## src/hdl/m4vt_pkg.sv

```systemverilog
// Shared constants, types and reset values for the 4x4 matrix-vector transform.
package m4vt_pkg;

  // Fixed-point format and widths
  localparam int FRAC_BITS  = 16;
  localparam int DATA_W     = 32;
  localparam int PROD_W     = 2 * DATA_W;
  localparam int PAIR_W     = PROD_W + 1;
  localparam int SUM_W      = PROD_W + 2;
  localparam int DIM        = 4;

  // Configuration register file
  localparam int NUM_REGS   = 8;
  localparam int REG_SEL_W  = $clog2(NUM_REGS);
  localparam int CFG_IDX_W  = 8;
  localparam int CFG_DATA_W = 64;

  // 1.0 in the fixed-point format, kept to 32 bits
  localparam logic [DATA_W-1:0] ONE_FIX = DATA_W'(64'd1 << FRAC_BITS);

  typedef logic [DATA_W-1:0]     comp_t;
  typedef comp_t [DIM-1:0]       vec_t;   // vec[k]
  typedef vec_t  [DIM-1:0]       mat_t;   // mat[k][j], row k, column j
  typedef logic [CFG_DATA_W-1:0] cfg_word_t;
  typedef logic [SUM_W-1:0]      sum_t;
  typedef sum_t  [DIM-1:0]       sum_vec_t;

  // Item handed from the MAC pipe to the round/saturate stage
  typedef struct packed {
    logic     valid;
    sum_vec_t sums;
  } m4vt_sum_item_t;

  // Identity matrix packed into the register layout:
  // register 2j+h holds column j, rows 2h (low half) and 2h+1 (high half).
  function automatic cfg_word_t reset_value(input int idx);
    cfg_word_t w;
    int        col;
    w   = '0;
    col = idx >> 1;
    if (((col >> 1) & 1) == (idx & 1)) begin
      if ((col & 1) != 0) begin
        w[CFG_DATA_W-1:DATA_W] = ONE_FIX;
      end else begin
        w[DATA_W-1:0] = ONE_FIX;
      end
    end
    return w;
  endfunction

endpackage

```

## src/hdl/m4vt_matrix_regs.sv

```systemverilog
// Matrix configuration registers, reset to identity, unpacked to entry form.
module m4vt_matrix_regs import m4vt_pkg::*; (
  input  logic                 clk,
  input  logic                 rst_n,
  input  logic                 wr_valid,
  output logic                 wr_ready,
  input  logic [CFG_IDX_W-1:0] wr_index,
  input  cfg_word_t            wr_data,
  output mat_t                 mat
);

  cfg_word_t regs_r [NUM_REGS];

  // Writes always accepted; indexes past the register file are dropped
  assign wr_ready = 1'b1;

  always_ff @(posedge clk) begin
    if (!rst_n) begin
      for (int i = 0; i < NUM_REGS; i++) begin
        regs_r[i] <= reset_value(i);
      end
    end else if (wr_valid && (wr_index < CFG_IDX_W'(NUM_REGS))) begin
      regs_r[wr_index[REG_SEL_W-1:0]] <= wr_data;
    end
  end

  // Entry [k][j]: column j in registers 2j/2j+1, odd rows in the high half
  always_comb begin
    for (int k = 0; k < DIM; k++) begin
      for (int j = 0; j < DIM; j++) begin
        if ((k & 1) != 0) begin
          mat[k][j] = regs_r[REG_SEL_W'((j << 1) | (k >> 1))][CFG_DATA_W-1:DATA_W];
        end else begin
          mat[k][j] = regs_r[REG_SEL_W'((j << 1) | (k >> 1))][DATA_W-1:0];
        end
      end
    end
  end

endmodule

```

## config.mk

```make
export PLATFORM = sky130hd
export DESIGN_NAME = m4vt_matrix_regs
export DESIGN_NICKNAME = d
export VERILOG_FILES = /design/src/hdl/m4vt_pkg.sv /design/src/hdl/m4vt_matrix_regs.sv
export SDC_FILE = /design/constraint.sdc
export NUM_CORES = 1
export LEC_CHECK = 0
export BUFFER_PORTS_ARGS = -buffer_cell sky130_fd_sc_hd__buf_4
export CAP_MARGIN = 20
export CORE_AREA = 2 2 227 229
export CTS_BUF_LIST = sky130_fd_sc_hd__clkbuf_16
export CTS_CLUSTER_SIZE = 24
export DETAILED_ROUTE_END_ITERATION = 6
export DIE_AREA = 0 0 229 231
export PLACE_DENSITY_LB_ADDON = 0.25
export SYNTH_ARGS = -nofsm -noshare
export SYNTH_HDL_FRONTEND = slang
export SYNTH_SLANG_ARGS = --single-unit
```

## constraint.sdc

```tcl
create_clock -name clk -period 11.45 [get_ports clk]
set_input_delay 2.29 -clock clk [delete_from_list [all_inputs] [get_ports clk]]
set_output_delay 2.29 -clock clk [all_outputs]
set_load 0.005 [all_outputs]
```

==> results.txt <==
DRT Pass-1 Iters = 5
DIE AREA = 52900 sq um
Actual slew at the worst max-slew pin = 1.17 ns
CORE AREA = 50700 sq um
Worst rel slew slack = 21.9%
Number of global-route vias before repair = 14.5k
Via-to-Cell Ratio = 5.96
Top post-synthesis cells by area = edfxtp_1 69%, nor4_2 17%, nor4_1 5.8%
Synth unique cells = 22
GPL Wtd Cong = 0.879
Largest regs = regs_r (512)
Max FFs per register = 512
Hold buffer count at cts = 0
Setup TNS = 0 ns
Synth async-reset ratio = 0%
CP startpoint = wr_index[6]
WS Path Type = in -> reg
Lkg Pwr = 9.09 nW
MaxCap Viol Count = 0
Drt total wl = 73100 um
Ratio of cells with drive above 1 in the final layout = 52.8%
Top cell type's share of synthesized area = 69.0%
DPL Wire Length = 47600 um
Synth top cells by count = 512 x edfxtp_1, 300 x nor4_2, 208 x nor4_1
Yosys top cell by area = edfxtp_1
Vias = 15.3k
Crit share post-route = 44.9%
Grt total ovfl = 0
Final Cell Area = 28500 sq um
CTS Buf Count = 53
CTS root buffer = clkbuf_16
Die height = 231 um
Pwr Density = 148 nW/um^2
Antenna Nets Post-Route = 0
#FFs+latches synth = 512
Post-synth EDFFs = 512
FMAX = 0.195 GHz
I/O Buffers = 586
GRT Overall Usage = 26.6%
Crit. End Element = flip-flop
Mapped Area = 22300 sq um
Rows = 83
Worst-path fanout max = 67
Worst setup SP type = input port
Post-layout util = 56.2%
CTS H-tree depth = 2
Synth Area per Inst = 16.4 sq um
Largest net degree at the start of global routing = 175
Slew Viols, Final = 0
Final setup violation count = 0
CTS tree = built
Peak supply drop = 122 uV
Die Span X = 229 um
Synth Flop Type = edfxtp_1
Post-CTS setup buffer count = 0
Hold crit path type = in -> reg
Dpl ws = 5.75 ns
Top reg by flops = regs_r
Post-Syn Nets = 1437
Critical Path RT = 11.65 ns
Min-delay src = wr_index[3]
WL/cell = 28.5 um
Reg clk slew, reported paths = 0.07 ns
Fillers = 4118
Register area share after synthesis = 69.0%
First-pass GRT wire length = 104000 um
DRT iter0 DRCs = 1971
Initial core utilization = 43.9%
Tmin final = 5.14 ns
CTS sink count = 512
Syn Inst Count = 1362
Synth warn = 0
RSZ-0062 raised after global routing = no
Most frequent cell after synthesis = edfxtp_1
Layout area overhead = 27.8%
Final hold vios = 0
Initial antenna violation count = 4
Crit path DAT = 5.34 ns
DRC violations left = 0
Post-CTS sizing = 0
Outcome = completed
Clk buf depth = 3
Ports = 588
Placed instance area = 26800 sq um
Final worst slack = 6.31 ns
Final #Nets = 1919
Total power = 4.21 mW
==> cell usage in the layout (no fill, tap or decap) <==
cell	synthesis	final
edfxtp_1	512	512
nand4_1	4	4
nor3_1	1	1
buf_4	2	611
o41ai_2	0	8
nand2b_1	66	64
nand2b_4	0	2
nor4bb_1	1	1
nand2_1	65	64
inv_6	0	1
buf_12	0	2
inv_1	1	12
nand2_4	0	1
and2_1	1	1
conb_1	1	1
clkbuf_16	0	55
nor4_2	300	300
bufinv_16	0	1
or2_4	0	1
nor2_1	2	2
inv_8	0	1
nand4bb_4	0	1
buf_16	0	2
nor4_1	208	208
clkinv_2	0	6
nor2b_1	1	1
clkinv_1	0	17
or3_4	0	1
diode_2	0	3
==> worst paths after layout <==
kind	cells after the start	endpoint
worst max-delay path	5	regs_r[0][51]
worst min-delay path	3	regs_r[7][48]
==> cell families after synthesis <==
family,count (synthesis),synth area share [%]
DFF,512,69.0
and+or+nand+nor,652,26.0
other,1,0.0168
AOI/OAI and AO/OA,8,0.315
buffers and inverters,189,4.60
==> worst max-delay path, cell delays in order <==
cell and delay, ns:
buf_4 0.12, nand4bb_4 0.81, buf_4 0.71, o41ai_2 0.48
buf_4 0.80
==> power by group <==
group          switching (mW)  internal, mW
clock network           0.708         0.881
logic                   0.281         0.151
registers              0.0373          2.15
total                    1.03          3.19
==> through the flow <==
| stage | hold slack (ns) | cells |
|---|---|---|
| floorplan | 2.49 | 1362 |
| global placement | 2.64 | 2467 |
| detailed placement | 2.66 | 2467 |
| CTS | 2.01 | 2559 |
| global route | 2.05 | 2564 |
| finish | 2.05 | 2564 |
==> layer usage <==
metal  track usage (%)  up-vias  wire (um)
met5                 0        -         19
met4              10.0        2       2740
met3              7.15      138       7050
met2              39.0      846      33700
met1              38.0     7782      29600
li1                  -     6518          -
==> final cells by class <==
class	instances	area, sq um	share of cell area, %
flip-flops and latches	512	15400	54.0
multi-input cells	661	5980	21.0
repair buffers	615	4680	16.5
clock buffers	55	1380	4.84
well taps	680	851	2.99
clock inverters	37	185	0.651
diodes	3	7.51	0.0264
inverters	1	3.75	0.0132
(Power assumes the default switching activity.)
