==> src/hdl/m4vt_pkg.sv <==
// Shared constants, types and reset values for the 4x4 matrix-vector transform.
package m4vt_pkg;

  // Fixed-point format and widths
  localparam int FRAC_BITS  = 16;
  localparam int DATA_W     = 32;
  localparam int PROD_W     = 2 * DATA_W;
  localparam int PAIR_W     = PROD_W + 1;
  localparam int SUM_W      = PROD_W + 2;
  localparam int DIM        = 4;

  // Configuration register file
  localparam int NUM_REGS   = 8;
  localparam int REG_SEL_W  = $clog2(NUM_REGS);
  localparam int CFG_IDX_W  = 8;
  localparam int CFG_DATA_W = 64;

  // 1.0 in the fixed-point format, kept to 32 bits
  localparam logic [DATA_W-1:0] ONE_FIX = DATA_W'(64'd1 << FRAC_BITS);

  typedef logic [DATA_W-1:0]     comp_t;
  typedef comp_t [DIM-1:0]       vec_t;   // vec[k]
  typedef vec_t  [DIM-1:0]       mat_t;   // mat[k][j], row k, column j
  typedef logic [CFG_DATA_W-1:0] cfg_word_t;
  typedef logic [SUM_W-1:0]      sum_t;
  typedef sum_t  [DIM-1:0]       sum_vec_t;

  // Item handed from the MAC pipe to the round/saturate stage
  typedef struct packed {
    logic     valid;
    sum_vec_t sums;
  } m4vt_sum_item_t;

  // Identity matrix packed into the register layout:
  // register 2j+h holds column j, rows 2h (low half) and 2h+1 (high half).
  function automatic cfg_word_t reset_value(input int idx);
    cfg_word_t w;
    int        col;
    w   = '0;
    col = idx >> 1;
    if (((col >> 1) & 1) == (idx & 1)) begin
      if ((col & 1) != 0) begin
        w[CFG_DATA_W-1:DATA_W] = ONE_FIX;
      end else begin
        w[DATA_W-1:0] = ONE_FIX;
      end
    end
    return w;
  endfunction

endpackage

==> src/hdl/m4vt_round_sat.sv <==
// Floor shift by the fraction width, saturate to 32 bits, output register.
module m4vt_round_sat import m4vt_pkg::*; (
  input  logic           clk,
  input  logic           rst_n,
  input  m4vt_sum_item_t sum_item,
  output logic           sum_ready,
  output logic           out_valid,
  input  logic           out_ready,
  output vec_t           out_vec,
  output logic           out_sat
);

  localparam int HI_W = SUM_W - DATA_W + 1;

  logic     out_v_r;
  vec_t     out_vec_r;
  logic     out_sat_r;
  vec_t     res_nxt;
  logic     sat_nxt;
  logic     load;

  assign load      = !out_v_r || out_ready;
  assign sum_ready = load;

  // Arithmetic shift is floor; overflow when bits above the sign disagree
  always_comb begin
    sum_t            shifted;
    logic [HI_W-1:0] hi;
    sat_nxt = 1'b0;
    for (int j = 0; j < DIM; j++) begin
      shifted = sum_t'($signed(sum_item.sums[j]) >>> FRAC_BITS);
      hi      = shifted[SUM_W-1:DATA_W-1];
      if ((&hi) || !(|hi)) begin
        res_nxt[j] = shifted[DATA_W-1:0];
      end else begin
        sat_nxt    = 1'b1;
        res_nxt[j] = shifted[SUM_W-1] ? {1'b1, {(DATA_W-1){1'b0}}}
                                      : {1'b0, {(DATA_W-1){1'b1}}};
      end
    end
  end

  always_ff @(posedge clk) begin
    if (!rst_n) begin
      out_v_r <= 1'b0;
    end else if (load) begin
      out_v_r <= sum_item.valid;
    end
  end

  always_ff @(posedge clk) begin
    if (load) begin
      out_vec_r <= res_nxt;
      out_sat_r <= sat_nxt;
    end
  end

  assign out_valid = out_v_r;
  assign out_vec   = out_vec_r;
  assign out_sat   = out_sat_r;

endmodule

==> config.mk <==
export PLATFORM = sky130hd
export DESIGN_NAME = m4vt_round_sat
export DESIGN_NICKNAME = d
export VERILOG_FILES = /design/src/hdl/m4vt_pkg.sv /design/src/hdl/m4vt_round_sat.sv
export SDC_FILE = /design/constraint.sdc
export NUM_CORES = 1
export LEC_CHECK = 0
export ABC_AREA = 1
export BUFFER_PORTS_ARGS = -buffer_cell sky130_fd_sc_hd__buf_2
export CAP_MARGIN = 20
export CORE_AREA = 2 2 156 158
export DETAILED_ROUTE_END_ITERATION = 8
export DIE_AREA = 0 0 158 160
export SLEW_MARGIN = 20
export SYNTH_ARGS = -nofsm -noshare
export SYNTH_HDL_FRONTEND = slang
export SYNTH_SLANG_ARGS = --single-unit
==> constraint.sdc <==
create_clock -name clk -period 4 [get_ports clk]
set_clock_uncertainty 0.1 [all_clocks]
set_input_delay 0.2 -clock clk [delete_from_list [all_inputs] [get_ports clk]]
set_output_delay 0.2 -clock clk [all_outputs]
set_load 0.01 [all_outputs]
==> parameters.txt <==
Parameter                              Value

Status
  Outcome ... finished, final reports clean

Yosys
  Dominant combinational cell family by area after synthesis ... simple AND/OR/NAND/NOR gates
  Sequential cell area fraction in the yosys report ... ~68%
  Net count of the mapped netlist ... roughly 810
  Synthesis-stage register bit count ... 130
  Compound-gate portion of the synthesized area ... less than 1%
  Post-synthesis share of cell area spent on xor and xnor gates ... 0%
  Post-synth top area share ... about two thirds
  Cells taking the most area after synthesis ... edfxtp_1 68%, nand2_1 19%, nor2_1 3.6%, buf_6 3.0%, nand4_1 0.88%
  Most used flip-flop cell after synthesis ... edfxtp_1
  Post-Synthesis Cell Area ... about 0.0057 sq mm
  Fraction of the mapped netlist area in adder cells ... 0%
  Mux cell area share after synthesis ... 0%
  Yosys warns ... 0
  Number of flops mapped to enable cells by yosys ... between 100 and 150
  Number of distinct standard cells referenced by the synthesized netlist ... 21
  Synthesized area divided by synthesized cell count ... roughly 10 sq um
  Leading area contributor after synthesis ... edfxtp_1
  Synthesized netlist cell count ... between 500 and 600
  Share of async-settable or async-resettable flops after synthesis ... 0%
  Simple-gate share of the synthesized area ... 26.7%

Drt
  Count of nets left with antenna violations after detail routing ... 0
  Wirelength, routed ... 18100 um
  Starting DRT DRC Count ... between 200 and 250
  Residual DRC ... 0
  DRT Pass-1 Iters ... 4
  Vias ... between 5000 and 6000
  DR WL/cell ... around 14 um
  Per-cell via count in the routed design ... 4.07

Clocking
  Clock input transition at the sequential cells of the worst setup and hold paths ... 0.06 ns
  Latest clock arrival within the worst-skew pair ... between 0.4 and 0.5 ns
  # H-tree levels ... 4
  CTS Buf Count ... 17
  Number of buffers on the longest clock path ... 2
  Num Clock Sinks ... between 100 and 150
  Clock tree from TritonCTS ... built
  CTS Root Buffer Type ... clkbuf_16

Critical path
  Critical path required time ... approximately 3.7 ns
  Type of the worst setup path ... register to output pin
  CP startpoint kind ... register
  Worst R2R End ... out_valid
  Worst reg-to-reg setup slack ... approximately 2.1 ns
  Worst reg-to-reg path cell count ... 3
  Critical register-to-register path startpoint ... out_valid
  Worst endpoint data arrival time ... slightly above 2 ns
  Worst setup path endpoint ... sum_ready
  Critical path capture point type ... output pin
  Highest fanout seen on the critical path ... 84
  Critical Path Start ... out_valid

GRT
  Via count of the first global-routing pass ... around 5700
  Tot GR Track Use ... about 14%
  Pin count of the biggest net entering global routing ... 85
  Overflow left after global routing ... 0
  Global-route wire length before repair ... around 27000 um
  Antenna violations before repair ... 0

Finish
  Number of antenna cells inserted ... 0
  End-of-flow core utilization ... 39.7%
  Most used cells in the layout excluding fill and tap cells ... 334 x buf_2, 291 x nand2_1, 129 x dlygate4sd3_1, 129 x edfxtp_1, 55 x nor2_1
  Number of filler instances in the final layout ... between 2000 and 2500
  Fraction of final layout cells sized beyond drive strength 1 ... roughly 37%
  Post-route insts no fill ... between 1000 and 1500
  Signed area change from the synthesized netlist to the final layout ... 65.7%
  Most common cell after layout, fill and taps aside ... buf_2
  Nets ... about 1300

Place
  Routability Congestion ... about 0.82
  Port Buf Inserts ... 334
  Placed insts ... 1177
  Detailed-placement wirelength estimate ... about 12000 um

Floorplan
  # IOs ... 399
  Die span in x ... roughly 160 um
  Area of the placeable core ... 0.0238 sq mm
  Floorplan die height ... 160 um
  Die Footprint ... approximately 0.025 sq mm
  Initial Util ... approximately a quarter
  Row count ... 57

STA
  Highest attainable clock frequency ... between 0.4 and 0.5 GHz
  Unrepaired setup endpoints after global routing ... no
  Worst-Margin Slew ... 0.704 ns
  Max-slew violation total from the final report ... 0
  Final hold viol count ... 0
  Worst slew slack as a fraction of its limit ... 53.0%
  Share of the clock period used by the worst path ... 58.0%
  Sum of negative setup slack ... 0 ns
  Min Clock Period, post-route ... 2.32 ns
  Final-report setup violation count ... 0

Worst hold path
  Hold/Removal Path Class ... primary input to register

Power
  Worst IR drop on VDD ... ~0.21 mV
  Power per Cell Area ... 386 mW/mm^2
  Leak Pwr ... about 4.3 nW

Job
  Max-cap violation count ... 0
==> cell families (layout without fill, tap and decap cells) <==
kind of cell,Yosys count,count (layout)
and+or+nand+nor,379,379
AOI/OAI and AO/OA,1,1
buffers and inverters,35,503
DFF,130,130
==> layer usage <==
layer	routed length, um	global-route usage (%)
met1	6880	14.7
met2	9360	26.2
met3	1470	4.86
met4	386	4.38
met5	0	0
==> sequential cells by signal, summed over array words and instances, names as in the netlist <==
| signal | count |
|---|---|
| out_vec | 128 |
| out_valid | 1 |
| out_sat | 1 |
==> repair_timing <==
item                                   in CTS  in global routing
endpoints found under the hold margin     128                  0
gates resized for setup                     0                  0
buffers inserted                            0                  0
hold buffers                              129                  0
setup endpoints to repair                   0                  0
==> cells in the mapped netlist, types with 2 or more instances <==
master / instances
buf_2: 3
buf_4: 6
buf_6: 15
clkbuf_1: 3
edfxtp_1: 129
inv_1: 7
nand2_1: 293
nand2_4: 2
nand3_1: 6
nand3_2: 3
nand3b_2: 2
nand4_1: 8
nor2_1: 55
or2_1: 6
==> worst min-delay path by stage <==
stage	startpoint	end	slack [ns]	cells after the start
final	sum_item[83]	out_vec[33]	0.05	3
after global routing	sum_item[83]	out_vec[33]	0.02	3
after CTS	sum_item[83]	out_vec[33]	0.02	3
after detailed placement	sum_item[263]	out_vec[127]	0.32	1
after global placement	sum_item[197]	out_vec[95]	0.32	1
after floorplan	sum_item[264]	out_valid	0.24	2
==> per-stage QoR <==
step	power [mW]	hold slack (ns)	instance area, sq um	setup slack [ns]
global route	3.82	0.0241	9450	1.53
floorplan	1.80	0.241	5700	0.200
finish	3.65	0.0530	9450	1.68
CTS	3.72	0.0212	9450	1.64
detailed placement	2.01	0.317	7570	1.83
global placement	2.00	0.323	7560	1.85
==> where the power goes <==
group / internal [mW] / leakage [nW] / switching [mW]
Sequential: 1.60 / 1.34 / 0.0229
Clock: 0.975 / 0.293 / 0.596
Combinational: 0.238 / 2.66 / 0.216
Total: 2.82 / 4.30 / 0.836
==> critical path, cell delays in order, from the launching register on <==
cell	delay (ns)
dfxtp_1	0.34
nand2_4	0.51
buf_12	0.46
buf_2	0.22
==> final cells by class <==
| class | count | area (sq um) | share of cell area, % |
|---|---|---|---|
| clock inverter | 14 | 163 | 1.72 |
| inverter | 7 | 26.3 | 0.278 |
| sequential | 130 | 3890 | 41.2 |
| multi-input combinational | 380 | 1540 | 16.3 |
| timing repair buffer | 465 | 2990 | 31.7 |
| tap | 324 | 405 | 4.29 |
| clock buffer | 17 | 425 | 4.50 |
Power figures use the tool's default switching activity.
